[config.mk]
export PLATFORM = sky130hd
export DESIGN_NAME = sha256_byte_stream_hasher
export DESIGN_NICKNAME = d
export VERILOG_FILES = /design/src/sbsh_pkg.sv /design/src/sbsh_ctrl.sv /design/src/sbsh_dp.sv /design/src/sha256_byte_stream_hasher.sv
export VERILOG_INCLUDE_DIRS = /design/src /design/src/src
export SDC_FILE = /design/constraint.sdc
export NUM_CORES = 2
export LEC_CHECK = 0
export BUFFER_PORTS_ARGS = -buffer_cell sky130_fd_sc_hd__buf_2
export CORE_UTILIZATION = 50
export CTS_CLUSTER_SIZE = 10
export DETAILED_ROUTE_END_ITERATION = 7
export GPL_TIMING_DRIVEN = 0
export PLACE_DENSITY = 0.76
export SYNTH_ARGS = -nofsm -noshare
export SYNTH_HDL_FRONTEND = slang
export SYNTH_SLANG_ARGS = --single-unit
[constraint.sdc]
create_clock -name i_clk -period 16.3 [get_ports i_clk]
set_input_delay 0.815 -clock i_clk [delete_from_list [all_inputs] [get_ports i_clk]]
set_output_delay 0.815 -clock i_clk [all_outputs]
set_load 0.01 [all_outputs]
[src/sha256_byte_stream_hasher_defines.svh]
// ---------------------------------------------------------------------------
// SHA-256 byte stream hasher assertion macros
// Macros for the concurrent checks of the hasher controller.
// ---------------------------------------------------------------------------
`ifndef SHA256_BYTE_STREAM_HASHER_DEFINES_SVH
`define SHA256_BYTE_STREAM_HASHER_DEFINES_SVH

// The consequent must hold in the same cycle as the antecedent.
`define SBSH_ASSERT_NOW(label, clk, rst_n, ante, cons, msg) \
    label: assert property (@(posedge clk) disable iff (!rst_n) (ante) |-> (cons)) \
        else $error(msg);

// The consequent must hold in the cycle after the antecedent.
`define SBSH_ASSERT_NEXT(label, clk, rst_n, ante, cons, msg) \
    label: assert property (@(posedge clk) disable iff (!rst_n) (ante) |=> (cons)) \
        else $error(msg);

`endif

[src/sbsh_pkg.sv]
// ---------------------------------------------------------------------------
// SHA-256 byte stream hasher package
// Word types, controller states, command struct and SHA-256 constants.
// ---------------------------------------------------------------------------
package sbsh_pkg;

    localparam int FILL_W  = 6;
    localparam int ROUND_W = 6;
    localparam int WIDX_W  = 3;

    localparam logic [FILL_W-1:0]  PAD_LIMIT  = 6'd56;
    localparam logic [FILL_W-1:0]  FILL_LAST  = 6'd63;
    localparam logic [ROUND_W-1:0] ROUND_LAST = 6'd63;
    localparam logic [WIDX_W-1:0]  WORD_LAST  = 3'd7;
    localparam logic [7:0]         MARK_BYTE  = 8'h80;

    typedef struct packed {
        logic [7:0] data_byte;
        logic       byte_valid;
        logic       end_of_message;
    } t_in_item;

    typedef struct packed {
        logic [31:0]       digest_word;
        logic [WIDX_W-1:0] word_index;
        logic              last_word;
    } t_out_item;

    typedef enum logic [2:0] {
        ST_IDLE,
        ST_ROUND,
        ST_FOLD,
        ST_PAD,
        ST_OUT
    } t_state;

    typedef enum logic [1:0] {
        BS_INPUT,
        BS_MARK,
        BS_ZERO,
        BS_LEN
    } t_byte_sel;

    typedef struct packed {
        logic               push;
        t_byte_sel          sel;
        logic [2:0]         len_idx;
        logic               count;
        logic               load_work;
        logic               round;
        logic [ROUND_W-1:0] round_idx;
        logic               fold;
        logic               restart;
        logic [WIDX_W-1:0]  out_idx;
    } t_dp_cmd;

    localparam logic [31:0] H_INIT [8] = '{
        32'h6a09e667, 32'hbb67ae85, 32'h3c6ef372, 32'ha54ff53a,
        32'h510e527f, 32'h9b05688c, 32'h1f83d9ab, 32'h5be0cd19
    };

    localparam logic [31:0] K_TABLE [64] = '{
        32'h428a2f98, 32'h71374491, 32'hb5c0fbcf, 32'he9b5dba5,
        32'h3956c25b, 32'h59f111f1, 32'h923f82a4, 32'hab1c5ed5,
        32'hd807aa98, 32'h12835b01, 32'h243185be, 32'h550c7dc3,
        32'h72be5d74, 32'h80deb1fe, 32'h9bdc06a7, 32'hc19bf174,
        32'he49b69c1, 32'hefbe4786, 32'h0fc19dc6, 32'h240ca1cc,
        32'h2de92c6f, 32'h4a7484aa, 32'h5cb0a9dc, 32'h76f988da,
        32'h983e5152, 32'ha831c66d, 32'hb00327c8, 32'hbf597fc7,
        32'hc6e00bf3, 32'hd5a79147, 32'h06ca6351, 32'h14292967,
        32'h27b70a85, 32'h2e1b2138, 32'h4d2c6dfc, 32'h53380d13,
        32'h650a7354, 32'h766a0abb, 32'h81c2c92e, 32'h92722c85,
        32'ha2bfe8a1, 32'ha81a664b, 32'hc24b8b70, 32'hc76c51a3,
        32'hd192e819, 32'hd6990624, 32'hf40e3585, 32'h106aa070,
        32'h19a4c116, 32'h1e376c08, 32'h2748774c, 32'h34b0bcb5,
        32'h391c0cb3, 32'h4ed8aa4a, 32'h5b9cca4f, 32'h682e6ff3,
        32'h748f82ee, 32'h78a5636f, 32'h84c87814, 32'h8cc70208,
        32'h90befffa, 32'ha4506ceb, 32'hbef9a3f7, 32'hc67178f2
    };

endpackage

[src/sbsh_ctrl.sv]
// ---------------------------------------------------------------------------
// SHA-256 hasher controller
// Sequences byte intake, padding, the 64 rounds and the digest readout.
// ---------------------------------------------------------------------------
`include "sha256_byte_stream_hasher_defines.svh"

module sbsh_ctrl (
    input  logic            i_clk,
    input  logic            i_rst_n,
    input  logic            i_in_valid,
    input  logic            i_byte_valid,
    input  logic            i_end_of_message,
    output logic            o_in_stall,
    output logic            o_out_valid,
    input  logic            i_out_stall,
    output sbsh_pkg::t_dp_cmd o_cmd
);
    import sbsh_pkg::*;

    t_state              r_state,   n_state;
    logic [FILL_W-1:0]   r_fill,    n_fill;
    logic [ROUND_W-1:0]  r_round,   n_round;
    logic [WIDX_W-1:0]   r_widx,    n_widx;
    logic                r_closing, n_closing;
    logic                r_sent80,  n_sent80;
    logic                r_in_len,  n_in_len;
    logic                r_done,    n_done;

    logic      w_in_acc;
    logic      w_out_acc;
    t_byte_sel w_pad_sel;

    assign w_in_acc  = i_in_valid && (r_state == ST_IDLE);
    assign w_out_acc = (r_state == ST_OUT) && !i_out_stall;

    // Padding byte choice: the marker first, then zeros up to the length field.
    always_comb begin
        if (!r_sent80) begin
            w_pad_sel = BS_MARK;
        end else if (r_in_len || (r_fill == PAD_LIMIT)) begin
            w_pad_sel = BS_LEN;
        end else begin
            w_pad_sel = BS_ZERO;
        end
    end

    always_comb begin
        n_state   = r_state;
        n_fill    = r_fill;
        n_round   = r_round;
        n_widx    = r_widx;
        n_closing = r_closing;
        n_sent80  = r_sent80;
        n_in_len  = r_in_len;
        n_done    = r_done;
        case (r_state)
            ST_IDLE: begin
                if (w_in_acc) begin
                    n_closing = i_end_of_message;
                    n_sent80  = 1'b0;
                    n_in_len  = 1'b0;
                    n_done    = 1'b0;
                    if (i_byte_valid && (r_fill == FILL_LAST)) begin
                        n_fill  = '0;
                        n_round = '0;
                        n_state = ST_ROUND;
                    end else begin
                        n_fill = r_fill + FILL_W'(i_byte_valid);
                        if (i_end_of_message) begin
                            n_state = ST_PAD;
                        end
                    end
                end
            end
            ST_ROUND: begin
                n_round = r_round + 1'b1;
                if (r_round == ROUND_LAST) begin
                    n_state = ST_FOLD;
                end
            end
            ST_FOLD: begin
                if (r_done) begin
                    n_widx  = '0;
                    n_state = ST_OUT;
                end else if (r_closing) begin
                    n_state = ST_PAD;
                end else begin
                    n_state = ST_IDLE;
                end
            end
            ST_PAD: begin
                n_sent80 = 1'b1;
                if (w_pad_sel == BS_LEN) begin
                    n_in_len = 1'b1;
                end
                if (r_fill == FILL_LAST) begin
                    n_fill  = '0;
                    n_round = '0;
                    n_done  = (w_pad_sel == BS_LEN);
                    n_state = ST_ROUND;
                end else begin
                    n_fill = r_fill + 1'b1;
                end
            end
            ST_OUT: begin
                if (w_out_acc) begin
                    n_widx = r_widx + 1'b1;
                    if (r_widx == WORD_LAST) begin
                        n_fill    = '0;
                        n_closing = 1'b0;
                        n_sent80  = 1'b0;
                        n_in_len  = 1'b0;
                        n_done    = 1'b0;
                        n_state   = ST_IDLE;
                    end
                end
            end
            default: begin
                n_state = ST_IDLE;
            end
        endcase
    end

    always_comb begin
        o_cmd           = '0;
        o_cmd.sel       = BS_INPUT;
        o_cmd.len_idx   = r_fill[2:0];
        o_cmd.round_idx = r_round;
        o_cmd.out_idx   = r_widx;
        o_in_stall      = (r_state != ST_IDLE);
        o_out_valid     = (r_state == ST_OUT);
        case (r_state)
            ST_IDLE: begin
                o_cmd.push      = w_in_acc && i_byte_valid;
                o_cmd.count     = w_in_acc && i_byte_valid;
                o_cmd.load_work = w_in_acc && i_byte_valid && (r_fill == FILL_LAST);
            end
            ST_ROUND: begin
                o_cmd.round = 1'b1;
            end
            ST_FOLD: begin
                o_cmd.fold = 1'b1;
            end
            ST_PAD: begin
                o_cmd.push      = 1'b1;
                o_cmd.sel       = w_pad_sel;
                o_cmd.load_work = (r_fill == FILL_LAST);
            end
            ST_OUT: begin
                o_cmd.restart = w_out_acc && (r_widx == WORD_LAST);
            end
            default: begin
                o_cmd.restart = 1'b0;
            end
        endcase
    end

    always_ff @(posedge i_clk) begin
        if (!i_rst_n) begin
            r_state   <= ST_IDLE;
            r_fill    <= '0;
            r_round   <= '0;
            r_widx    <= '0;
            r_closing <= 1'b0;
            r_sent80  <= 1'b0;
            r_in_len  <= 1'b0;
            r_done    <= 1'b0;
        end else begin
            r_state   <= n_state;
            r_fill    <= n_fill;
            r_round   <= n_round;
            r_widx    <= n_widx;
            r_closing <= n_closing;
            r_sent80  <= n_sent80;
            r_in_len  <= n_in_len;
            r_done    <= n_done;
        end
    end

    `SBSH_ASSERT_NEXT(a_round_ends, i_clk, i_rst_n, (r_state == ST_ROUND) && (r_round == ROUND_LAST), r_state == ST_FOLD, "round counter did not hand over to fold")
    `SBSH_ASSERT_NOW(a_len_field_place, i_clk, i_rst_n, (r_state == ST_PAD) && r_in_len, r_fill >= PAD_LIMIT, "length field pushed below its place in the block")
    `SBSH_ASSERT_NOW(a_done_closing, i_clk, i_rst_n, r_done, r_closing && r_sent80 && r_in_len, "digest ready without finished padding")
    `SBSH_ASSERT_NEXT(a_restart_clean, i_clk, i_rst_n, w_out_acc && (r_widx == WORD_LAST), (r_state == ST_IDLE) && (r_fill == '0), "last digest word did not restart the message")

endmodule

[src/sbsh_dp.sv]
// ---------------------------------------------------------------------------
// SHA-256 hasher datapath
// Chaining words, bit count, block window with schedule, and round logic.
// ---------------------------------------------------------------------------
module sbsh_dp (
    input  logic              i_clk,
    input  logic              i_rst_n,
    input  sbsh_pkg::t_dp_cmd i_cmd,
    input  logic [7:0]        i_data_byte,
    output sbsh_pkg::t_out_item o_out
);
    import sbsh_pkg::*;

    logic [31:0] r_hash [8];
    logic [31:0] r_wk   [8];
    logic [31:0] r_win  [16];
    logic [63:0] r_bits;

    logic [7:0]  w_byte;
    logic [5:0]  w_len_lsb;
    logic [31:0] w_sched;
    logic [31:0] w_t1;
    logic [31:0] w_t2;

    function automatic logic [31:0] rotr(input logic [31:0] v, input int unsigned n);
        return (v >> n) | (v << (32 - n));
    endfunction

    // Length byte i of the big-endian count sits at bit offset 8 * (7 - i).
    assign w_len_lsb = {~i_cmd.len_idx, 3'b000};

    always_comb begin
        case (i_cmd.sel)
            BS_INPUT: w_byte = i_data_byte;
            BS_MARK:  w_byte = MARK_BYTE;
            BS_ZERO:  w_byte = 8'h00;
            BS_LEN:   w_byte = r_bits[w_len_lsb +: 8];
            default:  w_byte = 8'h00;
        endcase
    end

    assign w_sched = r_win[0]
                   + (rotr(r_win[1], 7) ^ rotr(r_win[1], 18) ^ (r_win[1] >> 3))
                   + r_win[9]
                   + (rotr(r_win[14], 17) ^ rotr(r_win[14], 19) ^ (r_win[14] >> 10));

    assign w_t1 = r_wk[7]
                + (rotr(r_wk[4], 6) ^ rotr(r_wk[4], 11) ^ rotr(r_wk[4], 25))
                + ((r_wk[4] & r_wk[5]) ^ (~r_wk[4] & r_wk[6]))
                + K_TABLE[i_cmd.round_idx]
                + r_win[0];

    assign w_t2 = (rotr(r_wk[0], 2) ^ rotr(r_wk[0], 13) ^ rotr(r_wk[0], 22))
                + ((r_wk[0] & r_wk[1]) ^ (r_wk[0] & r_wk[2]) ^ (r_wk[1] & r_wk[2]));

    always_ff @(posedge i_clk) begin
        if (!i_rst_n) begin
            r_hash <= H_INIT;
            r_bits <= '0;
        end else if (i_cmd.restart) begin
            r_hash <= H_INIT;
            r_bits <= '0;
        end else begin
            if (i_cmd.count) begin
                r_bits <= r_bits + 64'd8;
            end
            if (i_cmd.fold) begin
                for (int k = 0; k < 8; k++) begin
                    r_hash[k] <= r_hash[k] + r_wk[k];
                end
            end
        end
    end

    // The window shifts a byte in at the bottom while gathering, so word 0
    // holds the first four bytes of the block; each round shifts a word out.
    always_ff @(posedge i_clk) begin
        if (i_cmd.push) begin
            for (int j = 0; j < 15; j++) begin
                r_win[j] <= {r_win[j][23:0], r_win[j+1][31:24]};
            end
            r_win[15] <= {r_win[15][23:0], w_byte};
        end else if (i_cmd.round) begin
            for (int j = 0; j < 15; j++) begin
                r_win[j] <= r_win[j+1];
            end
            r_win[15] <= w_sched;
        end
    end

    always_ff @(posedge i_clk) begin
        if (i_cmd.load_work) begin
            r_wk <= r_hash;
        end else if (i_cmd.round) begin
            r_wk[0] <= w_t1 + w_t2;
            r_wk[1] <= r_wk[0];
            r_wk[2] <= r_wk[1];
            r_wk[3] <= r_wk[2];
            r_wk[4] <= r_wk[3] + w_t1;
            r_wk[5] <= r_wk[4];
            r_wk[6] <= r_wk[5];
            r_wk[7] <= r_wk[6];
        end
    end

    assign o_out.digest_word = r_hash[i_cmd.out_idx];
    assign o_out.word_index  = i_cmd.out_idx;
    assign o_out.last_word   = (i_cmd.out_idx == WORD_LAST);

endmodule

[src/sha256_byte_stream_hasher.sv]
// ---------------------------------------------------------------------------
// SHA-256 byte stream hasher
// Hashes a message given one byte per input word and returns the digest as
// eight 32-bit words.
// ---------------------------------------------------------------------------
//
// Channel   Direction  Handshake                 Payload
// input     in         i_in_valid / o_in_stall   i_in  (data_byte, byte_valid, end_of_message)
// output    out        o_out_valid / i_out_stall o_out (digest_word, word_index, last_word)
//
// A word that carries a byte is taken only while the hasher is idle; the 64th
// byte of a block starts the compression, which runs the 64 rounds and then
// folds the working variables into the chaining words, so a long message
// stalls its input during every compression, as the single round unit is shared.
// A closing word adds 9 to 72 padding bytes and one or two compressions,
// then the eight digest words leave one per cycle unless stalled.
// Reset is synchronous and active low; it loads the initial hash values and
// clears the bit count and fill count. No input word is taken while a block
// is compressed, padding runs or the digest is being read out.
//
// The controller owns fill level, round counter and padding progress; the
// datapath holds the chaining words, the 64-bit bit count, the 16-word block
// window (which doubles as the message schedule) and the round logic.
// ---------------------------------------------------------------------------
module sha256_byte_stream_hasher (
    input  logic                i_clk,
    input  logic                i_rst_n,
    input  logic                i_in_valid,
    output logic                o_in_stall,
    input  sbsh_pkg::t_in_item  i_in,
    output logic                o_out_valid,
    input  logic                i_out_stall,
    output sbsh_pkg::t_out_item o_out
);
    import sbsh_pkg::*;

    // Command bundle from the controller to the datapath.
    t_dp_cmd w_cmd;

    sbsh_ctrl u_ctrl (
        .i_clk            (i_clk),
        .i_rst_n          (i_rst_n),
        .i_in_valid       (i_in_valid),
        .i_byte_valid     (i_in.byte_valid),
        .i_end_of_message (i_in.end_of_message),
        .o_in_stall       (o_in_stall),
        .o_out_valid      (o_out_valid),
        .i_out_stall      (i_out_stall),
        .o_cmd            (w_cmd)
    );

    // The datapath only sees the byte itself; the flags steer the controller.
    sbsh_dp u_dp (
        .i_clk       (i_clk),
        .i_rst_n     (i_rst_n),
        .i_cmd       (w_cmd),
        .i_data_byte (i_in.data_byte),
        .o_out       (o_out)
    );

endmodule
==> results by group <==
Global routing
  – Aggregate global routing overflow: 0
  – Vias in the first global route: between 60000 and 70000
  – First-pass GRT wire length: approximately 440 mm
  – Total GRT Usage: around two fifths
  – Pin count of the biggest net entering global routing: roughly 110
  – Initial antenna violation count: 16

Critical path
  – CP max-delay cell: xnor2_1
  – Critical path's most frequent cell: a21oi_1
  – Required time worst endpoint: roughly 17000 ps
  – CP Capture Type: flop
  – Arr. time, crit path: ~14000 ps
  – Worst setup SP type: flop
  – Kind of critical path: reg -> reg
  – Crit path max fanout: 14
  – Slowest stage delay, CP: between 1000 and 1500 ps

Die
  – FP Rows: 141
  – Initial Utilization: between 50 and 60%
  – Floorplan Core Area: 0.1482 mm^2
  – I/O pin total: between 50 and 60
  – Die Wd: roughly 400 um
  – Die Footprint: about 0.15 mm^2
  – Vert. Die Dim: 388.8 um

Place
  – Placed Cells: about 10000
  – Pre-CTS setup slack: around 3700 ps
  – Routability cong.: ~1.1
  – I/O Buffers: 51
  – Post-DP HPWL: approximately 250 mm

Logic synthesis
  – Synth cell count leaders: nand2_1 (2551), edfxtp_1 (768), a21oi_1 (501)
  – Area fraction in and, or, nand and nor cells after synthesis: between 10% and 20%
  – Seq/Total Area, Yosys: between 30% and 40%
  – Syn_area_per_cell: ~8.9 um^2
  – Post-synthesis xor/xnor area fraction: roughly 7%
  – Top post-synthesis cells by area: edfxtp_1 (31%), nand2_1 (13%), dfxtp_1 (9.1%)
  – Post-synthesis compound-gate area fraction: between 10% and 20%
  – Yosys warns: 0
  – Main combinational cell family by area after synthesis: simple AND/OR/NAND/NOR gates
  – Netlist Area Pre-Place: approximately 0.075 mm^2
  – Fraction of registers with async set/reset: 0%
  – Multiplexer share of the synthesized area: under 10%
  – Most common cell in the netlist: nand2_1
  – Area leader, netlist: edfxtp_1
  – Dominant synthesized flop cell: edfxtp_1
  – #FFs+latches synth: 1107
  – Number of cells produced by synthesis: about 8400
  – Unique masters post-synth: 100
  – Number of enable flip-flop cells after synthesis: roughly 770
  – Synthesized-area fraction occupied by adder cells: 12.27%
  – Synth top area share: between 30% and 40%
  – Post-synth net total: 9021

Timing
  – Final setup vio count: 0
  – Final worst setup slack: between 2000 and 3000 ps
  – Hold Violations, Final: 0
  – Worst-margin pin slew: around 1700 ps
  – TNS Setup: 0 ps
  – Fin crit period: 13520 ps
  – Highest clock rate: 73.98 MHz
  – Final Cycle Share: between 80% and 90%
  – Hold slack: around 360 ps
  – Worst slew margin: -10.85%
  – Clock skew: 62.58 ps
  – Fin. max-slew vios: ~120
  – RSZ-0062 raised after global routing: no

CTS
  – H-tree levels: 4
  – CTS Hold Bufs: 0
  – Worst-Skew Late Latency: 810 ps
  – CTS tree: yes
  – Total CTS buffers: approximately 140
  – Sink Count: approximately 1100
  – Max clock buf depth: 3
  – Clk slew on worst S/H paths: ~60 ps
  – Setup bufs post-CTS: 0
  – # resized after CTS: 0
  – Clock root buffer: clkbuf_16

Finish
  – Area growth syn-to-layout: 9.842%
  – Nets: approximately 9200
  – Final non-filler cell total: 10630
  – Share of layout cells above drive strength 1: slightly above 5%

Route
  – Via count: approximately 67000
  – Antenna Nets Post-Route: 0
  – Vias per cell: ~6.3
  – DR iter-0 viols: between 8000 and 9000
  – 1st-pass router iterations: 7
  – WL per Instance: roughly 30 um
  – DRC errors left: 0
  – Total Wirelength: around 320 mm

Min path
  – Hold Path Class: in -> reg

Outcome
  – Status: finished with violations
  – Failing checks: max-capacitance violations, max-slew violations

Job
  – Max-cap violations: 16
worst paths after layout:
check | startpoint | to | slack [ps] | cells after the start
worst max-delay path | u_ctrl.r_round[1]$_SDFFE_PN0P_ | u_dp.r_wk[255]$_DFFE_PP_ | 2780 | 36
worst min-delay path | i_in_valid | u_ctrl.r_closing$_SDFFE_PN0P_ | 360 | 3
worst max register to register | u_ctrl.r_round[1]$_SDFFE_PN0P_ | u_dp.r_wk[255]$_DFFE_PP_ | 2780 | 36
worst min register to register | u_ctrl.r_in_len$_SDFFE_PN0P_ | u_ctrl.r_in_len$_SDFFE_PN0P_ | 480 | 2
state kept, by name (all words and copies together) (netlist names):
name              cells
u_dp.r_bits          61
u_ctrl.r_sent80       1
u_dp.r_wk           256
u_dp.r_hash         256
u_ctrl.r_widx         3
u_dp.r_win          512
u_ctrl.r_fill         6
u_ctrl.r_state        3
u_ctrl.r_closing      1
u_ctrl.r_done         1
u_ctrl.r_round        6
u_ctrl.r_in_len       1
critical path, delay by kind of cell, from the launching register on:
family                     cells  cell delay (ps)
AOI/OAI and AO/OA             16             3960
adders and majority gates      8             3660
xor gates and xnor gates       3             1710
buffers and inverters          4             1650
and+or+nand+nor                5             1190
DFF                            1             1010
metal layers:
layer / vias up / routed length, um / global-route usage (%)
met5: - / 112 / 0
met3: 819 / 39740 / 12.78
met2: 4213 / 131700 / 59.59
met4: 16 / 17730 / 19.76
li1: 29420 / - / -
met1: 32570 / 126800 / 55.10
placed cells by master, fill, tap and decap left out, drive strengths merged, types with 47 or more instances in the layout:
cell,n
a211oi,56
a21o,203
a21oi,504
a31oi,63
and3,54
buf,106
clkbuf,627
dfxtp,339
edfxtp,768
fa,195
ha,401
inv,317
mux2i,48
mux4,83
nand2,2551
nand2b,57
nand3,130
nor2,358
nor2b,51
nor3,90
o211ai,122
o21a,59
o21ai,383
or3,47
xnor2,409
xor2,186
cell families after synthesis:
family / count (synthesis)
AO/OA/AOI/OAI: 1645
flip-flops: 1107
adder cells (fa/ha/maj): 622
AND/OR/NAND/NOR: 3480
XOR/XNOR: 595
buffers and inverters: 794
multiplexers: 168
through the flow:
step	instance area, um^2	util, %
6_report	82170	55.45
3_3_place_gp	77470	52.28
4_1_cts	82160	55.44
2_1_floorplan	74800	-
3_5_place_dp	77850	52.53
5_1_grt	82160	55.44
cell type report:
type / instances / area, um^2
inverter: 316 / 1194
clock inverter: 29 / 474.2
timing repair buffer: 65 / 580.6
buffer: 478 / 1818
fill: 13420 / 66030
multi-input combinational: 6510 / 42000
tap: 1930 / 2415
clock buffer: 190 / 3830
antenna: 4 / 10.01
sequential: 1107 / 29850
Power is not shown: default switching activity piles up to over one toggle a cycle in this logic, so the estimate is an artifact.
